--- src/hdl/assert_macros.svh ---
`ifndef ASSERT_MACROS_SVH
`define ASSERT_MACROS_SVH

// Checks sampled on clk, switched off while rst is high.
`define ASSERT_HOLDS(lbl, expr) \
  lbl: assert property (@(posedge clk) disable iff (rst) (expr)) \
    else $error("assertion failed");

`define ASSERT_IMPL(lbl, ante, cons) \
  lbl: assert property (@(posedge clk) disable iff (rst) (ante) |-> (cons)) \
    else $error("assertion failed");

`define ASSERT_NEXT(lbl, ante, cons) \
  lbl: assert property (@(posedge clk) disable iff (rst) (ante) |=> (cons)) \
    else $error("assertion failed");

`endif

--- src/hdl/cwl_pkg.sv ---
`default_nettype none

package cwl_pkg;

  localparam int CAPACITY  = 16;
  localparam int WORD_BITS = 32;

  localparam int IDX_BITS = (CAPACITY > 1) ? $clog2(CAPACITY) : 1;
  localparam int CNT_BITS = $clog2(CAPACITY + 1);

  localparam int OP_BITS     = 2;
  localparam int VALUE_BITS  = 32;
  localparam int POS_BITS    = 4;
  localparam int STATUS_BITS = 2;
  localparam int COUNT_BITS  = 5;

  // wide enough to compare a position against the count
  localparam int WIDE_BITS = ((CNT_BITS > POS_BITS) ? CNT_BITS : POS_BITS) + 1;

  localparam logic [OP_BITS-1:0] OP_APPEND       = 2'd0;
  localparam logic [OP_BITS-1:0] OP_REMOVE_VALUE = 2'd1;
  localparam logic [OP_BITS-1:0] OP_REMOVE_AT    = 2'd2;

  localparam logic [STATUS_BITS-1:0] ST_OK        = 2'd0;
  localparam logic [STATUS_BITS-1:0] ST_FULL      = 2'd1;
  localparam logic [STATUS_BITS-1:0] ST_NOT_FOUND = 2'd2;
  localparam logic [STATUS_BITS-1:0] ST_BAD_INDEX = 2'd3;

  typedef struct packed {
    logic [OP_BITS-1:0]    operation;
    logic [VALUE_BITS-1:0] value;
    logic [POS_BITS-1:0]   position;
  } cwl_request_t;

  typedef struct packed {
    logic [STATUS_BITS-1:0] status;
    logic [COUNT_BITS-1:0]  count;
  } cwl_result_t;

endpackage

`default_nettype wire

--- src/hdl/cwl_seq.sv ---
`default_nettype none
`include "assert_macros.svh"

module cwl_seq import cwl_pkg::*; (
  input  wire logic         clk,
  input  wire logic         rst,
  input  wire logic         start,
  input  wire cwl_request_t req,
  output logic              idle,
  output logic              res_valid,
  input  wire logic         res_ready,
  output cwl_result_t       res
);

  typedef enum logic [3:0] {
    S_IDLE   = 4'b0001,
    S_SEARCH = 4'b0010,
    S_SHIFT  = 4'b0100,
    S_DONE   = 4'b1000
  } state_t;

  state_t                 state, state_next;
  logic [CNT_BITS-1:0]    used, used_next;
  logic [CNT_BITS-1:0]    idx, idx_next;
  logic [WORD_BITS-1:0]   key, key_next;
  logic                   cmp_vld, cmp_vld_next;
  logic [IDX_BITS-1:0]    cmp_idx, cmp_idx_next;
  logic                   sh_vld, sh_vld_next;
  logic [IDX_BITS-1:0]    sh_addr, sh_addr_next;
  logic [STATUS_BITS-1:0] status, status_next;

  logic [WORD_BITS-1:0] mem [CAPACITY];
  logic [WORD_BITS-1:0] rdata;
  logic                 rd_en;
  logic [IDX_BITS-1:0]  raddr;
  logic                 we;
  logic [IDX_BITS-1:0]  waddr;
  logic [WORD_BITS-1:0] wdata;

  logic [WORD_BITS-1:0] req_word;
  logic                 hit;
  logic                 last;
  logic                 shift_end;

  assign req_word = WORD_BITS'(req.value);
  assign raddr    = idx[IDX_BITS-1:0];
  assign hit      = cmp_vld && (rdata == key);
  assign last     = cmp_vld && ((CNT_BITS'(cmp_idx) + CNT_BITS'(1)) == used);

  always_comb begin
    state_next   = state;
    used_next    = used;
    idx_next     = idx;
    key_next     = key;
    cmp_vld_next = 1'b0;
    cmp_idx_next = cmp_idx;
    sh_vld_next  = 1'b0;
    sh_addr_next = sh_addr;
    status_next  = status;
    rd_en        = 1'b0;
    we           = 1'b0;
    waddr        = used[IDX_BITS-1:0];
    wdata        = req_word;
    unique case (state)
      S_IDLE: begin
        if (start) begin
          status_next = ST_OK;
          state_next  = S_DONE;
          unique case (req.operation)
            OP_APPEND: begin
              if (used == CNT_BITS'(CAPACITY)) begin
                status_next = ST_FULL;
              end else begin
                we        = 1'b1;
                used_next = used + CNT_BITS'(1);
              end
            end
            OP_REMOVE_VALUE: begin
              key_next = req_word;
              idx_next = '0;
              if (used == '0) begin
                status_next = ST_NOT_FOUND;
              end else begin
                state_next = S_SEARCH;
              end
            end
            OP_REMOVE_AT: begin
              if (WIDE_BITS'(req.position) >= WIDE_BITS'(used)) begin
                status_next = ST_BAD_INDEX;
              end else begin
                idx_next   = CNT_BITS'(req.position) + CNT_BITS'(1);
                state_next = S_SHIFT;
              end
            end
            default: ;  // unused code: nothing changes
          endcase
        end
      end
      S_SEARCH: begin
        // read entry idx while comparing the one read last cycle
        rd_en        = (idx < used);
        cmp_vld_next = rd_en;
        cmp_idx_next = idx[IDX_BITS-1:0];
        if (rd_en) begin
          idx_next = idx + CNT_BITS'(1);
        end
        if (hit) begin
          idx_next     = CNT_BITS'(cmp_idx) + CNT_BITS'(1);
          cmp_vld_next = 1'b0;
          state_next   = S_SHIFT;
        end else if (last) begin
          status_next  = ST_NOT_FOUND;
          cmp_vld_next = 1'b0;
          state_next   = S_DONE;
        end
      end
      S_SHIFT: begin
        // read entry idx, write it one slot lower in the next cycle
        rd_en        = (idx < used);
        sh_vld_next  = rd_en;
        sh_addr_next = idx[IDX_BITS-1:0];
        if (rd_en) begin
          idx_next = idx + CNT_BITS'(1);
        end
        if (sh_vld) begin
          we    = 1'b1;
          waddr = sh_addr - IDX_BITS'(1);
          wdata = rdata;
        end
        if (!rd_en && !sh_vld) begin
          used_next  = used - CNT_BITS'(1);
          state_next = S_DONE;
        end
      end
      S_DONE: begin
        if (res_ready) begin
          state_next = S_IDLE;
        end
      end
      default: state_next = S_IDLE;
    endcase
  end

  always_ff @(posedge clk) begin
    if (rst) begin
      state   <= S_IDLE;
      used    <= '0;
      cmp_vld <= 1'b0;
      sh_vld  <= 1'b0;
    end else begin
      state   <= state_next;
      used    <= used_next;
      cmp_vld <= cmp_vld_next;
      sh_vld  <= sh_vld_next;
    end
  end

  always_ff @(posedge clk) begin
    idx     <= idx_next;
    key     <= key_next;
    cmp_idx <= cmp_idx_next;
    sh_addr <= sh_addr_next;
    status  <= status_next;
  end

  always_ff @(posedge clk) begin
    if (we) begin
      mem[waddr] <= wdata;
    end
  end

  always_ff @(posedge clk) begin
    if (rd_en) begin
      rdata <= mem[raddr];
    end
  end

  assign idle       = (state == S_IDLE);
  assign res_valid  = (state == S_DONE);
  assign res.status = status;
  assign res.count  = COUNT_BITS'(used);

  assign shift_end = (state == S_SHIFT) && (state_next == S_DONE);

  `ASSERT_HOLDS(a_used_bound, used <= CNT_BITS'(CAPACITY))
  `ASSERT_IMPL(a_cmp_in_range, cmp_vld && (state == S_SEARCH), CNT_BITS'(cmp_idx) < used)
  `ASSERT_IMPL(a_shift_no_underflow, sh_vld && (state == S_SHIFT), sh_addr != '0)
  `ASSERT_NEXT(a_shift_drops_one, shift_end, used == ($past(used) - CNT_BITS'(1)))

endmodule

`default_nettype wire

--- config.mk ---
export PLATFORM = sky130hd
export DESIGN_NAME = cwl_seq
export DESIGN_NICKNAME = d
export VERILOG_FILES = /design/src/hdl/cwl_pkg.sv /design/src/hdl/cwl_seq.sv
export VERILOG_INCLUDE_DIRS = /design/src /design/src/hdl
export SDC_FILE = /design/constraint.sdc
export NUM_CORES = 1
export LEC_CHECK = 0
export ABC_AREA = 1
export BUFFER_PORTS_ARGS = -buffer_cell sky130_fd_sc_hd__buf_4
export CORE_UTILIZATION = 40
export CTS_BUF_LIST = sky130_fd_sc_hd__clkbuf_2 sky130_fd_sc_hd__clkbuf_4 sky130_fd_sc_hd__clkbuf_8
export DETAILED_ROUTE_END_ITERATION = 8
export PLACE_DENSITY = 0.57
export SETUP_SLACK_MARGIN = 0.4
export SLEW_MARGIN = 20
export SYNTH_ARGS = -nofsm -noshare
export SYNTH_HDL_FRONTEND = slang
export SYNTH_SLANG_ARGS = --single-unit
--- constraint.sdc ---
create_clock -name clk -period 6.8 [get_ports clk]
set_clock_uncertainty 0.1 [all_clocks]
set_input_delay 1.02 -clock clk [delete_from_list [all_inputs] [get_ports clk]]
set_output_delay 1.02 -clock clk [all_outputs]
set_load 0.05 [all_outputs]
# --- After elaboration in Yosys (flattened, before gate mapping) ---
# Memories as Yosys holds them, arrays and structs flattened. A register that Yosys moved wholly into a read port is not among the register bits.
# Cells that the tools add are included.
word_totals:
  ff_bits: 58
  mem_bits_rw: 512
  output_inout_bits: 9
  mem_count: 1
  wordCells: 97
  input_bits: 42
classes:
  order_cmp: 2
  n_reduce_logical: 18
  bitwise: 2
  addsub: 6
  eq_ne: 19
  muxes: 40
mem_list:
  columns: ["memory", "depth", "width", "rd", "rd_ports_with_merged_regs", "write_ports", "line", "text"]
  rows:
  - ["mem", 16, 32, 1, 1, 1, "cwl_seq.sv:32", "logic [WORD_BITS-1:0] mem [CAPACITY];"]
ops:
  columns: ["op", "count"]
  rows:
  - ["2-to-1 mux 32 bit", 2]
  - ["2-to-1 mux 5 bit", 8]
  - ["2-to-1 mux 4 bit", 9]
  - ["equality test 32 bit", 1]
  - ["one-hot mux 5 bit (2 select lines)", 2]
  - ["one-hot mux 4 bit (4 select lines)", 1]
  - ["one-hot mux 5 bit (3 select lines)", 1]
  - ["AND reduction 4 bit", 3]
  - ["adder 4 x 1 -> 5 bit (second input constant)", 2]
  - ["adder 5 x 1 -> 5 bit (second input constant)", 2]
  - ["2-to-1 mux 2 bit", 5]
  - ["inequality test 2 bit (second input constant)", 5]
  - ["2-to-1 mux 1 bit", 8]
  - ["one-hot mux 4 bit (2 select lines)", 1]
  - ["inequality test 3 bit (second input constant)", 2]
  - ["one-hot mux 2 bit (3 select lines)", 1]
  - ["equality test 5 bit", 1]
  - ["equality test 5 bit (second input constant)", 1]
  - ["greater-or-equal comparator 4 x 5 -> 1 bit", 1]
  - ["logical NOT 5 bit", 1]
  - ["less-than comparator 5 bit", 1]
  - ["AND reduction 5 bit", 1]
  - ["subtractor 5 x 1 -> 5 bit (second input constant)", 1]
  - ["equality test 4 x 1 -> 1 bit (second input constant)", 1]
  - ["other kinds (19)", 26]

# --- Depth between registers and ports, before layout ---
depth:
  depth_word: 7
  depth_mapped: 13

# --- Worst setup path before layout ---
# OpenSTA, ideal clock, no wires.
synth_timing:
  kind: "flip-flop to flip-flop"
  start: "register used[4]"
  end: "register rdata[0], read port of mem, enable pin"
  setup_ps: 421
  setup_slack_ps: 3290
  path_stages_with_launch: 6
  n_path_buf: 0
  synth_period_minus_slack_ps: 3510
  arrival_ps: 2989
  cell_sequence: "dfxtp_1 inv_1 ha_1 a21oi_1 nand3_4 nor2_1"
synth_via:
  elab_chain_len: 2
synth_lines:
  columns: ["item", "line", "text"]
  rows:
  - ["from (decl)", "cwl_seq.sv:23", "logic [CNT_BITS-1:0] used, used_next;"]
  - ["from (signal assigned)", "cwl_seq.sv:152", "used <= used_next;"]
  - ["less-than comparator 5 bit", "cwl_seq.sv:101, cwl_seq.sv:119", null]
  - ["2-to-1 mux 1 bit", null, null]
  - ["net rd_en", "cwl_seq.sv:34", "logic rd_en;"]
  - ["to (decl)", "cwl_seq.sv:33", "logic [WORD_BITS-1:0] rdata;"]
# The timed path passes the listed nets, and every way through them passes these cells.
# A chain may end at the register's enable or synchronous reset.

# --- Final worst setup path ---
layout_timing:
  start: "register state[0]"
  end: "memory mem[8][3], enable pin"
layout_via:
  elab_chain_len: 4
  elab_cells_between_ends: 6
  classes_between: "2 x eq/ne; 4 x mux"
layout_lines:
  columns: ["item", "line", "text"]
  rows:
  - ["from (decl)", "cwl_seq.sv:22", "state_t state, state_next;"]
  - ["from (signal assigned)", "cwl_seq.sv:151", "state <= state_next;"]
  - ["equality test 4 x 3 -> 1 bit or equality test 4 x 1 -> 1 bit (tied branches)", "cwl_seq.sv:64", "unique case (state)"]
  - ["one-hot mux 1 bit (2 select lines)", "cwl_seq.sv:64", null]
  - ["2-to-1 mux 1 bit", "cwl_seq.sv:167", "if (we) begin"]
  - ["2-to-1 mux 1 bit (implied by the code)", "cwl_seq.sv:168", "mem[waddr] <= wdata;"]
  - ["to (decl)", "cwl_seq.sv:32", null]
# Several ways; a longest one is shown, not always the timed one.

==> flow_metrics.tcl <==
set metrics [dict create \
    holdPathStages 1 \
    avgSynthCellArea_sq_um 13.8 \
    period_share_pct 55.3 \
    synthCells 1800 \
    ir_drop_v 0.000136 \
    viasPerCell 5.50 \
    synth-edff-count 591 \
    synthTopCellsByArea "edfxtp_1 (72%), mux2i_1 (4.3%), o221ai_1 (3.8%)" \
    worstSetupPathType "flop to flop" \
    power.density_nw_per_um2 293 \
    hold_class "primary input to flop" \
    die_area_sq_um 62900 \
    rsz0062_at_grt "false" \
    vias 15200 \
    grt_pass1_vias 15000 \
    rows 90 \
    antenna_found_initial 1 \
    clkLatencyLatePin_ns 0.69 \
    hold_viol_final 0 \
    relSlewSlack_pct 26.3 \
    worst_setup_path_start_kind "flop" \
    ff2ff_path_depth 9 \
    synthArstFlopShare_pct 0 \
    placed_cells 2572 \
    cts-buffers-inserted 99 \
    synthFlopType "edfxtp_1" \
    cts_buffer_depth 3 \
    synthTopCellsByCount "edfxtp_1 (591), nor2_1 (220), nand2_1 (205)" \
    drv_slew 0 \
    area_growth_pct 13.8 \
    grt_overflow 0 \
    syn-cell-area_sq_um 24800 \
    tightest_slew_ns 1.10 \
    holdBufCountCts 0 \
    synth.top_cell.area_share_pct 71.7 \
    drive_gt1_share_pct 14.5 \
    grt_usage_pct 19.9 \
    io_pins 51 \
    critPathBufInv 2 \
    start_util_pct 40.8 \
    cp_common_cell "nand2_1" \
    crit_cells 9 \
    final_antenna_net_count 0 \
    yosys.cell_types.count 47 \
    dieHeight_microns 251 \
    syn_nets 1862 \
    hp-start "req[19]" \
    cts_sinks 602 \
    cts.clk_slew.worst_paths_ns 0.06 \
    p_total_uw 8250 \
    timing.rr.start "state[0]$_SDFFE_PP1P_" \
    cts_resized 0 \
    yosysTopAreaCell "edfxtp_1" \
    synth_most_common_cell "edfxtp_1" \
    htreeDepth 3 \
    portBuffers 50 \
    worstPathArrival_ns 3.95 \
    crit_chain "nor2_1 > nand3_2 > inv_4 > nand2_4 > inv_2 > nand2_1 > o21ai_1 > nand2_1 > nor2_4" \
    drc 0 \
    r2r_end "mem[8][3]$_DFFE_PP_" \
    p_leak_uw 0.00976 \
    max_freq_ghz 0.266 \
    wl_per_cell_microns 22.4 \
    cts_tree "done" \
    hold_end "key[15]$_DFFE_PP_" \
    firstDrtPassIters 6 \
    fin_setup_tns_ns 0 \
    ys_warn_count 0 \
    crit_fanout 61 \
    place.gp.congestion 0.818 \
    cp.required_ns 6.98 \
    core_sq_um 60700 \
    finalWirelength_mm 62.0 \
    yosys_register_bits 602 \
    hpwl_mm 36.7 \
    setup_violations 0 \
    cap_violations 0 \
    finalCoreUtilization_pct 46.4 \
    slowest_stage "nor2_4" \
    cts_setup_buffers 0 \
    cp_top_family "simple AND/OR/NAND/NOR gates" \
    fin_cells 2762 \
    outcome "completed" \
    layout.nets 1960 \
    drt_iter0_drc 1468 \
    die_width_microns 251 \
    grt_max_degree 133 \
    endpoint_kind "flop" \
    slowest_delay_ns 0.91 \
    synth-seq-area-share_pct 72.6 \
    grt_first_pass_wirelength_mm 93.8 \
    rrSetupSlack_ns 3.04 \
    period_needed_ns 3.76 \
    cts-root-buf "clkbuf_8" \
]
## how the worst max path moves through the flow
stage | endpoint | from
2_1_floorplan | rdata[0]$_DFFE_PP_ | used[4]$_SDFFE_PP0P_
5_1_grt | mem[0][19]$_DFFE_PP_ | state[0]$_SDFFE_PP1P_
4_1_cts | mem[11][4]$_DFFE_PP_ | state[0]$_SDFFE_PP1P_
6_report | mem[8][3]$_DFFE_PP_ | state[0]$_SDFFE_PP1P_
3_3_place_gp | mem[4][15]$_DFFE_PP_ | state[0]$_SDFFE_PP1P_
3_5_place_dp | mem[11][27]$_DFFE_PP_ | state[0]$_SDFFE_PP1P_
## state kept, by name, summed over array words and instances (netlist names)
register  cells
cmp_idx       4
cmp_vld       1
idx           5
key          32
mem         512
rdata        32
sh_addr       4
sh_vld        1
state         4
status        2
used          5
## report_power, final
group | total [uW] | switching [uW] | internal (uW)
clock | 2980 | 1430 | 1550
combinational | 1120 | 785 | 332
sequential | 4150 | 16.4 | 4140
## logic make-up after synthesis
logic type | synth area share [%]
flops | 72.6
fa+ha+maj | 1.04
simple gates | 8.48
compound gates | 9.41
buf+inv | 3.48
mux | 4.29
xor+xnor | 0.708
## metrics by stage
step                      instance area (sq um)  worst slack, ns  hold WS, ns
after floorplan                           24800             3.29        0.367
after global placement                    26000             2.94        0.533
after detailed placement                  26100             2.92        0.532
after CTS                                 28000             2.91        0.346
after global routing                      28200             2.73        0.358
final                                     28200             3.04        0.410
## area by class of cell
| type | instances | area (sq um) |
|---|---|---|
| well taps | 782 | 978 |
| diodes | 1 | 2.50 |
| inverters | 89 | 339 |
| clock buffers | 132 | 1620 |
| clock inverters | 50 | 240 |
| flip-flops and latches | 602 | 18000 |
| multi-input cells | 1008 | 6070 |
| repair buffers | 98 | 963 |
| fillers | 5308 | 32500 |
## placed cells by master (no fill, tap or decap), drive strengths merged, types with 2 or more instances in the layout
master,n
a21oi,11
xor2,13
or2,4
clkinvlp,2
nor3,4
clkinv,44
nand3,67
dfxtp,11
o21ai,176
mux2i,106
o211ai,27
a21boi,2
ha,19
o32ai,22
nand2,207
nand4,8
nor2,221
inv,93
o221ai,106
edfxtp,591
xnor2,7
buf,98
clkbuf,132
## routing by layer
layer  global-route usage, %  wire [microns]  vias up
met3                    3.77            3750       81
met4                    5.91            1270        0
met2                    30.5           28200      470
met1                    28.8           28700     7665
met5                       0               0        -
li1                        -               -     6970
No activity file was read; power rests on OpenSTA's default activity.
